$ cat src/sv/b64d_pkg.sv
// Package for the streaming base64 text decoder.
// Holds the character classifier, the queue entry type and shared constants.
// No dependencies.
package b64d_pkg;

  localparam int unsigned QUEUE_DEPTH = 4;

  localparam logic [6:0] PAD_CODE  = 7'h7F;
  localparam logic [7:0] SKIP_CODE = 8'h80;
  localparam logic [7:0] CHR_ZERO  = 8'h00;
  localparam logic [1:0] LAST_SLOT = 2'd3;

  // One queued job: up to three result bytes that the back end sends in order.
  typedef struct packed {
    logic [1:0]      last_idx;
    logic            has_data;
    logic            stop;
    logic [2:0][7:0] bytes;
  } b64d_job_t;

  // Returns the sextet value, PAD_CODE for a pad or SKIP_CODE otherwise.
  function automatic logic [7:0] b64d_classify(input logic [7:0] c);
    logic [7:0] res;
    res = SKIP_CODE;
    if (c >= 8'h41 && c <= 8'h5A) begin
      res = c - 8'h41;
    end else if (c >= 8'h61 && c <= 8'h7A) begin
      res = c - 8'h61 + 8'd26;
    end else if (c >= 8'h30 && c <= 8'h39) begin
      res = c - 8'h30 + 8'd52;
    end else if (c == 8'h2B) begin
      res = 8'd62;
    end else if (c == 8'h2F) begin
      res = 8'd63;
    end else if (c == 8'h3D) begin
      res = {1'b0, PAD_CODE};
    end
    return res;
  endfunction

endpackage

$ cat src/sv/b64d_front.sv
// Front end of the base64 decoder: classifies text bytes and gathers groups.
// Pushes one job per result-producing byte into the queue. Uses b64d_pkg.
module b64d_front import b64d_pkg::*; (
  input  logic       clk,
  input  logic       rst_n,
  input  logic       in_valid,
  input  logic       in_stall,
  input  logic [7:0] in_text_byte,
  output logic       push,
  output b64d_job_t  push_job
);

  logic [6:0] store_r [3];
  logic [6:0] store_nxt [3];
  logic [1:0] slot_r, slot_nxt;
  logic       stopped_r, stopped_nxt;

  logic       acc;
  logic [7:0] code;
  logic       is_pad;
  logic [6:0] s0, s1, s2;

  assign acc    = in_valid && !in_stall;
  assign code   = b64d_classify(in_text_byte);
  assign is_pad = (code[6:0] == PAD_CODE) && !code[7];
  assign s0     = store_r[0];
  assign s1     = store_r[1];
  assign s2     = store_r[2];

  always_comb begin
    store_nxt   = store_r;
    slot_nxt    = slot_r;
    stopped_nxt = stopped_r;
    push        = 1'b0;
    push_job    = '0;
    if (acc) begin
      priority if (in_text_byte == CHR_ZERO) begin
        store_nxt     = '{default: '0};
        slot_nxt      = '0;
        stopped_nxt   = 1'b0;
        push          = 1'b1;
        push_job.stop = 1'b1;
      end else if (stopped_r || code == SKIP_CODE) begin
        push = 1'b0;
      end else if (slot_r != LAST_SLOT) begin
        if (is_pad && !slot_r[1]) begin
          store_nxt     = '{default: '0};
          slot_nxt      = '0;
          stopped_nxt   = 1'b1;
          push          = 1'b1;
          push_job.stop = 1'b1;
        end else begin
          store_nxt[slot_r] = code[6:0];
          slot_nxt          = slot_r + 2'd1;
        end
      end else begin
        store_nxt         = '{default: '0};
        slot_nxt          = '0;
        push              = 1'b1;
        push_job.has_data = 1'b1;
        push_job.bytes[0] = {s0[5:0], s1[5:4]};
        push_job.bytes[1] = {s1[3:0], s2[5:2]};
        push_job.bytes[2] = {s2[1:0], code[5:0]};
        if (s2 == PAD_CODE) begin
          stopped_nxt       = 1'b1;
          push_job.stop     = 1'b1;
          push_job.last_idx = 2'd0;
          push_job.bytes[1] = '0;
          push_job.bytes[2] = '0;
        end else if (is_pad) begin
          stopped_nxt       = 1'b1;
          push_job.stop     = 1'b1;
          push_job.last_idx = 2'd1;
          push_job.bytes[2] = '0;
        end else begin
          push_job.last_idx = 2'd2;
        end
      end
    end
  end

  always_ff @(posedge clk) begin
    if (!rst_n) begin
      store_r   <= '{default: '0};
      slot_r    <= '0;
      stopped_r <= 1'b0;
    end else begin
      store_r   <= store_nxt;
      slot_r    <= slot_nxt;
      stopped_r <= stopped_nxt;
    end
  end

endmodule

$ cat src/sv/b64d_queue.sv
// Job queue between the decoder front end and back end.
// A small register FIFO of b64d_job_t entries. Uses b64d_pkg.
module b64d_queue import b64d_pkg::*; #(
  parameter int unsigned DEPTH = QUEUE_DEPTH
) (
  input  logic      clk,
  input  logic      rst_n,
  input  logic      push,
  input  b64d_job_t push_job,
  input  logic      pop,
  output b64d_job_t head_job,
  output logic      empty,
  output logic      full
);

  localparam int unsigned PW = (DEPTH > 1) ? $clog2(DEPTH) : 1;
  localparam int unsigned CW = $clog2(DEPTH + 1);
  localparam logic [PW-1:0] PTR_MAX = PW'(DEPTH - 1);
  localparam logic [CW-1:0] CNT_MAX = CW'(DEPTH);

  b64d_job_t     entry_r [DEPTH];
  logic [PW-1:0] wr_ptr_r, wr_ptr_nxt;
  logic [PW-1:0] rd_ptr_r, rd_ptr_nxt;
  logic [CW-1:0] count_r, count_nxt;

  assign empty    = (count_r == '0);
  assign full     = (count_r == CNT_MAX);
  assign head_job = entry_r[rd_ptr_r];

  always_comb begin
    wr_ptr_nxt = wr_ptr_r;
    rd_ptr_nxt = rd_ptr_r;
    count_nxt  = count_r;
    if (push) begin
      wr_ptr_nxt = (wr_ptr_r == PTR_MAX) ? '0 : wr_ptr_r + PW'(1);
    end
    if (pop) begin
      rd_ptr_nxt = (rd_ptr_r == PTR_MAX) ? '0 : rd_ptr_r + PW'(1);
    end
    if (push && !pop) begin
      count_nxt = count_r + CW'(1);
    end else if (pop && !push) begin
      count_nxt = count_r - CW'(1);
    end
  end

  always_ff @(posedge clk) begin
    if (push) begin
      entry_r[wr_ptr_r] <= push_job;
    end
  end

  always_ff @(posedge clk) begin
    if (!rst_n) begin
      wr_ptr_r <= '0;
      rd_ptr_r <= '0;
      count_r  <= '0;
    end else begin
      wr_ptr_r <= wr_ptr_nxt;
      rd_ptr_r <= rd_ptr_nxt;
      count_r  <= count_nxt;
    end
  end

  a_no_push_full: assert property (@(posedge clk) disable iff (!rst_n)
    push |-> !full) else $error("queue written while full");
  a_no_pop_empty: assert property (@(posedge clk) disable iff (!rst_n)
    pop |-> !empty) else $error("queue read while empty");
  a_count_range: assert property (@(posedge clk) disable iff (!rst_n)
    count_r <= CNT_MAX) else $error("queue count out of range");

endmodule

$ cat src/sv/b64d_back.sv
// Back end of the base64 decoder: sends each queued job as result transfers.
// Holds the output register and the byte index within a job. Uses b64d_pkg.
module b64d_back import b64d_pkg::*; (
  input  logic       clk,
  input  logic       rst_n,
  input  b64d_job_t  head_job,
  input  logic       empty,
  output logic       pop,
  output logic       out_valid,
  input  logic       out_stall,
  output logic [7:0] out_data_byte,
  output logic       out_byte_valid,
  output logic       out_run_last,
  output logic       out_decode_stopped
);

  logic       out_valid_r, out_valid_nxt;
  logic [7:0] data_r;
  logic       bvalid_r, last_r, stop_r;
  logic [1:0] idx_r, idx_nxt;
  logic       load;
  logic       is_last;

  assign load    = !empty && (!out_valid_r || !out_stall);
  assign is_last = (idx_r == head_job.last_idx);
  assign pop     = load && is_last;

  always_comb begin
    out_valid_nxt = out_valid_r;
    idx_nxt       = idx_r;
    if (load) begin
      out_valid_nxt = 1'b1;
      idx_nxt       = is_last ? 2'd0 : idx_r + 2'd1;
    end else if (!out_stall) begin
      out_valid_nxt = 1'b0;
    end
  end

  always_ff @(posedge clk) begin
    if (!rst_n) begin
      out_valid_r <= 1'b0;
      idx_r       <= '0;
    end else begin
      out_valid_r <= out_valid_nxt;
      idx_r       <= idx_nxt;
    end
  end

  always_ff @(posedge clk) begin
    if (load) begin
      data_r   <= head_job.has_data ? head_job.bytes[idx_r] : 8'd0;
      bvalid_r <= head_job.has_data;
      last_r   <= is_last;
      stop_r   <= head_job.stop;
    end
  end

  assign out_valid          = out_valid_r;
  assign out_data_byte      = data_r;
  assign out_byte_valid     = bvalid_r;
  assign out_run_last       = last_r;
  assign out_decode_stopped = stop_r;

endmodule

$ cat src/sv/base64_text_decoder_top.sv
// Streaming base64 text decoder: accepts one text byte per cycle unless stalled.
// A result is registered in a queue entry and then in the output register.
// Throughput: one input and one result per cycle when neither side stalls; a
// four-entry job queue absorbs the three results of a complete group.
// Reset (rst_n low, synchronous) clears the group, the stop flag, the queue and
// the output valid and byte index. Holds front, queue and back; uses b64d_pkg.
module base64_text_decoder_top import b64d_pkg::*; #(
  parameter int unsigned DEPTH = QUEUE_DEPTH
) (
  input  logic       clk,
  input  logic       rst_n,
  input  logic       in_valid,
  output logic       in_stall,
  input  logic [7:0] in_text_byte,
  output logic       out_valid,
  input  logic       out_stall,
  output logic [7:0] out_data_byte,
  output logic       out_byte_valid,
  output logic       out_run_last,
  output logic       out_decode_stopped
);

  logic      push, pop, empty, full;
  b64d_job_t push_job, head_job;

  assign in_stall = full;

  b64d_front u_front (
    .clk          (clk),
    .rst_n        (rst_n),
    .in_valid     (in_valid),
    .in_stall     (in_stall),
    .in_text_byte (in_text_byte),
    .push         (push),
    .push_job     (push_job)
  );

  b64d_queue #(.DEPTH(DEPTH)) u_queue (
    .clk      (clk),
    .rst_n    (rst_n),
    .push     (push),
    .push_job (push_job),
    .pop      (pop),
    .head_job (head_job),
    .empty    (empty),
    .full     (full)
  );

  b64d_back u_back (
    .clk                (clk),
    .rst_n              (rst_n),
    .head_job           (head_job),
    .empty              (empty),
    .pop                (pop),
    .out_valid          (out_valid),
    .out_stall          (out_stall),
    .out_data_byte      (out_data_byte),
    .out_byte_valid     (out_byte_valid),
    .out_run_last       (out_run_last),
    .out_decode_stopped (out_decode_stopped)
  );

endmodule

$ cat config.mk
export PLATFORM = sky130hd
export DESIGN_NAME = base64_text_decoder_top
export DESIGN_NICKNAME = d
export VERILOG_FILES = /design/src/sv/b64d_pkg.sv /design/src/sv/b64d_front.sv /design/src/sv/b64d_queue.sv /design/src/sv/b64d_back.sv /design/src/sv/base64_text_decoder_top.sv
export SDC_FILE = /design/constraint.sdc
export NUM_CORES = 1
export LEC_CHECK = 0
export BUFFER_PORTS_ARGS = -buffer_cell sky130_fd_sc_hd__buf_2
export CAP_MARGIN = 20
export CORE_ASPECT_RATIO = 0.9
export CORE_MARGIN = 5
export CORE_UTILIZATION = 59
export DETAILED_ROUTE_END_ITERATION = 7
export GPL_ROUTABILITY_DRIVEN = 0
export GPL_TIMING_DRIVEN = 0
export HOLD_SLACK_MARGIN = 0.05
export PLACE_DENSITY_LB_ADDON = 0.15
export SLEW_MARGIN = 20
export SYNTH_ARGS = -nofsm -noshare
export SYNTH_HDL_FRONTEND = slang
export SYNTH_HIERARCHICAL = 1
export SYNTH_SLANG_ARGS = --single-unit
$ cat constraint.sdc
create_clock -name clk -period 4.28 [get_ports clk]
set_clock_uncertainty 0.05 [all_clocks]
set_input_delay 0.856 -clock clk [delete_from_list [all_inputs] [get_ports clk]]
set_output_delay 0.856 -clock clk [all_outputs]
set_load 0.02 [all_outputs]
# Yosys cells after proc, flatten, opt, wreduce, memory -nomap -nowiden
# Memory sizes are Yosys's and may differ from the RTL's. A register that Yosys moved wholly into a read port is not among the register bits.
# Index checks and enable logic that the tools add are counted.
word_totals:
  memories: 1
  output_inout_bits: 13
  register_bits: 45
  ramBits: 112
mem_list:
  columns: ["name", "words", "word_bits", "rd", "rd_clocked_by_memory_dff", "write_ports", "line_no", "text"]
  rows:
  - ["u_queue.entry_r", 4, 28, 1, 1, 1, "b64d_queue.sv:21", "b64d_job_t entry_r [DEPTH];"]
op_classes:
  n_eq_ne: 14
  magnitude_cmp: 9
  bitwise: 1
  reduce_logical: 27
  addsub: 11
  muxes: 54
op_table:
  columns: ["operator", "count"]
  rows:
  - ["21-bit 2-to-1 mux", 4]
  - ["8-bit 2-to-1 mux", 8]
  - ["28-bit 2-to-1 mux", 2]
  - ["24-bit 2-to-1 mux", 2]
  - ["8-bit by 6-bit equality test with 1-bit output, second input constant", 3]
  - ["2-bit 2-to-1 mux", 11]
  - ["21-bit bitwise mux", 1]
  - ["9-bit 2-to-1 mux", 2]
  - ["1-bit 2-to-1 mux", 17]
  - ["8-bit binary-select mux with 2-bit select", 1]
  - ["8-bit by 7-bit greater-or-equal comparator with 1-bit output, second input constant", 2]
  - ["8-bit by 7-bit less-or-equal comparator with 1-bit output, second input constant", 2]
  - ["8-bit by 7-bit subtractor with 8-bit output, second input constant", 2]
  - ["7-bit demux with 2-bit select", 1]
  - ["7-bit equality test, second input constant", 2]
  - ["3-bit 2-to-1 mux", 4]
  - ["1-bit logical AND", 11]
  - ["2-bit by 1-bit adder with 2-bit output, second input constant", 4]
  - ["8-bit by 5-bit adder with 8-bit output, second input constant", 1]
  - ["8-bit by 6-bit adder with 8-bit output, second input constant", 1]
  - ["8-bit equality test, second input constant", 1]
  - ["8-bit by 6-bit greater-or-equal comparator with 1-bit output, second input constant", 1]
  - ["8-bit by 6-bit less-or-equal comparator with 1-bit output, second input constant", 1]
  - ["1-bit zero test", 8]
  - ["other kinds (21)", 24]

# Depth between registers and ports, before layout
logic_depth:
  word_depth: 19
  mapped_depth: 15

# Cells and area by module
# Netlist, hierarchy kept.
by_module_without_submodules:
  columns: ["mod", "cells_per_inst", "area_each_um2", "instances"]
  rows:
  - ["b64d_queue", 190, 4548.1, 1]
  - ["b64d_front", 224, 1681.6, 1]
  - ["b64d_back", 66, 739.5, 1]

# Worst setup path after synthesis
# Ideal clock, no wire load.
synth_path:
  kind: "input -> register"
  start: "input in_text_byte[2]"
  end: "register u_queue.count_r[2]"
  required_ns: 4.154
  slack_ns: 0.405
  setup_ns: 0.076
  t_arrival_ns: 3.750
  path_buffers: 0
  path_stages: 14
  cell_sequence: "inv_1 > ha_1 > nor2b_1 > o211a_1 > or3_1 > nand2_1 > a21oi_1 > a21oi_1 > ha_1 > inv_1 > fa_1 > xor2_1 > or3_1 > a21boi_0"
synth_between:
  elab_chain_cells: 18
  word_cells_on_any_way: 40
  cone_classes: "5 x add/sub; 6 x order compare; 5 x eq/ne; 12 x mux; 12 x reduce/logical"
synth_rtl:
  columns: ["item", "line_no", "text"]
  rows:
  - ["from (decl)", "base64_text_decoder_top.sv:14", "input logic [7:0] in_text_byte,"]
  - ["parallel branches: the longest is 13 deep, another holds 8-bit by 6-bit subtractor with 8-bit output", null, null]
  - ["1-bit 2-to-1 mux (*)", "b64d_front.sv:37", "priority if (in_text_byte == CHR_ZERO) begin"]
  - ["1-bit 2-to-1 mux (*)", "b64d_front.sv:36", "if (acc) begin"]
  - ["via push", "base64_text_decoder_top.sv:23", "logic push, pop, empty, full;"]
  - ["1-bit zero test", "b64d_queue.sv:42", "end else if (pop && !push) begin"]
  - ["1-bit logical AND", "b64d_queue.sv:42", null]
  - ["2-bit nonzero test (no line)", null, null]
  - ["to (signal assigned)", "b64d_queue.sv:61", "count_r <= count_nxt;"]
  - ["to (decl)", "b64d_queue.sv:24", "logic [CW-1:0] count_r, count_nxt;"]
# Mark *: on every way through the listed nets, which the timed path passes.
# A chain may end at the register's enable or synchronous reset.

# Worst setup path in the final report
# Ends and elaborated chain as after synthesis.

==> results.md <==
- P_leak: 2.645 nW
- Die X: 124.6 um
- Die height: 113.1 um
- Mapped Area: 6969 um2
- GRT met1 Usage: 28.13%
- Die area: 14090 um2
- Max Slew Vio Count: 0
- CTS Buffer Depth: 2
- Max transition margin: 26.10%
- Detailed-route wire length: 14.37 mm
- Postcts setup bufs: 0
- Largest net degree at the start of global routing: 22
- RSZ-0062 raised after global routing: no
- H-tree levels: 4
- Ranking of synthesized cells by area: edfxtp_1 53%, dfxtp_1 9.8%, mux4_2 6.5%, ha_1 3.2%, mux4_1 3.0%
- Via density: 5.966
- Initial antenna violation count: 0
- Data required, critical path: 4570 ps
- Met3 Resource Use GR: 6.324%
- Post-synth top area cell: edfxtp_1
- Final setup vio count: 0
- Crit path kind: in2reg
- Crit path DAT: 4240 ps
- Peak Freq: 253.4 MHz
- Post-route ant nets: 0
- CTS Buf Count: 17
- Number of port buffers: 23
- Max Cap Viol: 0
- Synth Net Count: 511
- Tot Pwr: 3.212 mW
- Vias: 4152
- Period minus WS final: 3946 ps
- FP Rows: 37
- Final nets: 558
- Clk slew on worst S/H paths: 60 ps
- Slowest CP cell: or3_1
- Initial Utilization: 60.70%
- Pin slew with the least headroom to its limit: 1108 ps
- Drt wl/cell: 20.64 um
- Vias in the first global route: 4196
- Power density cells: 401.5 nW/um2
- Area delta synth->final: 14.79%
- Clock sink total: 157
- Post-synth top area share: 53.00%
- Crit path capture type: register
- Synthesized flop and latch total: 157
- Ys async rst share: 0%
- Skew-Pair Late Insertion Delay: 420 ps
- Synth unique cells: 60
- # DRC: 0
- ANT cells: 0
- Worst-path maximum fanout: 8
- Critical path launch point type: input pin
- Max IR drop VDD: 0.0002933 V
- Top Ports: 25
- Seq/Total Area, Yosys: 62.76%
- Met2 Use GR: 36.31%
- Worst min path class: reg2reg
- Busiest grt layer: met2
- CTS tree: done
- Synthesized instance count: 480
- Post-placement cell area: 7402 um2
- Global-route usage over all layers: 21.49%
- Filler cells: 809
- First-pass GRT wire length: 23.00 mm
- Overflow left after global routing: 0
- Synth Flop Type: edfxtp_1
- Design area: 8000 um2
- Final hold vios: 0
- Area of the core: 11480 um2
- Initial drt markers: 494
- Ratio of cells with drive above 1 in the final layout: 19.07%
- Post-synth EDFFs: 123
- CP max stage delay: 480 ps
- Ys Warns: 6
- Status: completed
- Fin crit share: 92.20%
- DP Wirelength: 9.790 mm
- CTS root buf: clkbuf_16
- Cell Chain, Critical Path: buf_2 -> inv_1 -> ha_1 -> nor2b_1 -> o211a_1 -> or3_1 -> nand2_1 -> a21oi_1 -> a21oi_2 -> ha_1 -> inv_1 -> fa_1 -> xor2_1 -> or3_1 -> a21boi_0
- Avg Cell Area, Syn: 14.52 um2
- Drt pass-1 iters: 5
-- stage by stage --
step           setup slack (ps)  TNS [ps]  hold slack, ps  cells  utilization, %
6_report                  333.9         0           404.9    696           69.68
5_1_grt                   131.7         0           412.2    696           69.68
4_1_cts                   161.6         0           403.3    696           69.65
3_5_place_dp             -246.5    -246.5           391.7    664           64.47
3_3_place_gp             -513.4    -56230           382.3    659           63.40
2_1_floorplan             404.7         0           372.7    480               -
-- cell usage in the layout (no fill, tap or decap), types with 7 or more instances in the layout --
cell	instances
a21boi_1	7
a21oi_1	8
and2_1	18
buf_2	29
clkbuf_16	18
dfxtp_1	34
edfxtp_1	123
ha_1	18
inv_1	19
mux2i_1	13
mux4_1	8
mux4_2	20
nand2_1	44
nand3_1	7
nor2_1	18
nor2b_1	9
nor3_1	8
o21ai_0	13
o21ai_1	12
or2_0	7
-- report_power, final --
group          internal, mW  leakage [nW]  switching, mW  total, mW
sequential             1.63          1.38        0.00305       1.63
clock                 0.896         0.270          0.593       1.49
combinational        0.0317         0.999         0.0636     0.0952
-- routing by layer --
layer	wire length, um	up-vias
met3	839	11
met4	88	0
met2	7232	141
met5	0	-
li1	-	1933
met1	6205	2067
-- logic make-up after synthesis --
logic type | Yosys count | share of synthesized area, %
muxes | 41 | 11.35
DFF | 157 | 62.76
AOI/OAI and AO/OA | 84 | 8.744
xor gates and xnor gates | 6 | 0.7540
and+or+nand+nor | 140 | 10.30
adders and majority gates | 19 | 3.519
buffers and inverters | 33 | 2.567
-- path summary, 6_finish.rpt --
kind                      start            endpoint  slack (ps)  depth (start not counted)
max             in_text_byte[2]  u_queue/count_r[2]         330                         15
min               u_front/s1[2]       u_front/s1[2]         400                          2
max reg2reg  u_queue/count_r[0]  u_queue/count_r[2]         920                         13
min reg2reg       u_front/s1[2]       u_front/s1[2]         400                          2
-- cells in the mapped netlist (all sizes together) (3+ instances only) --
master	count
a21boi	12
a21oi	11
a32o	3
and2	22
buf	10
clkbuf	4
dfxtp	34
edfxtp	123
ha	18
inv	19
mux2i	13
mux4	28
nand2	44
nand2b	4
nand3	7
nand4	3
nor2	18
nor2b	9
nor3	8
nor3b	3
o211ai	3
o21ai	25
o22ai	6
or2	9
or3	5
xor2	4
-- state kept, by name, indices dropped and copies added, names as in the netlist, named ones only --
signal / cells
u_front/stopped_r: 1
u_back/out_decode_stopped: 1
u_queue/wr_ptr_r: 2
u_front/slot_r: 2
u_front/s2: 7
u_back/out_data_byte: 8
u_back/out_run_last: 1
u_back/idx_r: 2
u_front/s1: 6
u_queue/count_r: 3
u_queue/rd_ptr_r: 2
u_back/out_valid: 1
u_back/out_byte_valid: 1
u_front/s0: 6
u_queue/entry_r: 112
-- layout make-up --
cell class | instances | area [um2] | area share, %
sequential | 157 | 4374 | 54.68
clock buffer | 20 | 457.9 | 5.724
inverter | 19 | 71.32 | 0.8915
buffer | 14 | 107.6 | 1.345
clock inverter | 12 | 136.4 | 1.705
tap | 156 | 195.2 | 2.440
timing repair buffer | 28 | 229.0 | 2.862
multi-input combinational | 290 | 2429 | 30.36
-- timing repair --
| action | 4_1_cts | 5_1_grt |
|---|---|---|
| setup endpoints to repair | 0 | 1 |
| resized for setup | 0 | 1 |
| hold buffers | 0 | 0 |
-- critical path: cells and delay by family --
family	cells	cell delay (ps)
buffers and inverters	3	380
XOR/XNOR	1	170
adder cells (fa/ha/maj)	3	930
AND/OR/NAND/NOR	4	1090
AO/OA/AOI/OAI	4	800
Note: power is estimated with default switching activity, not from simulation.
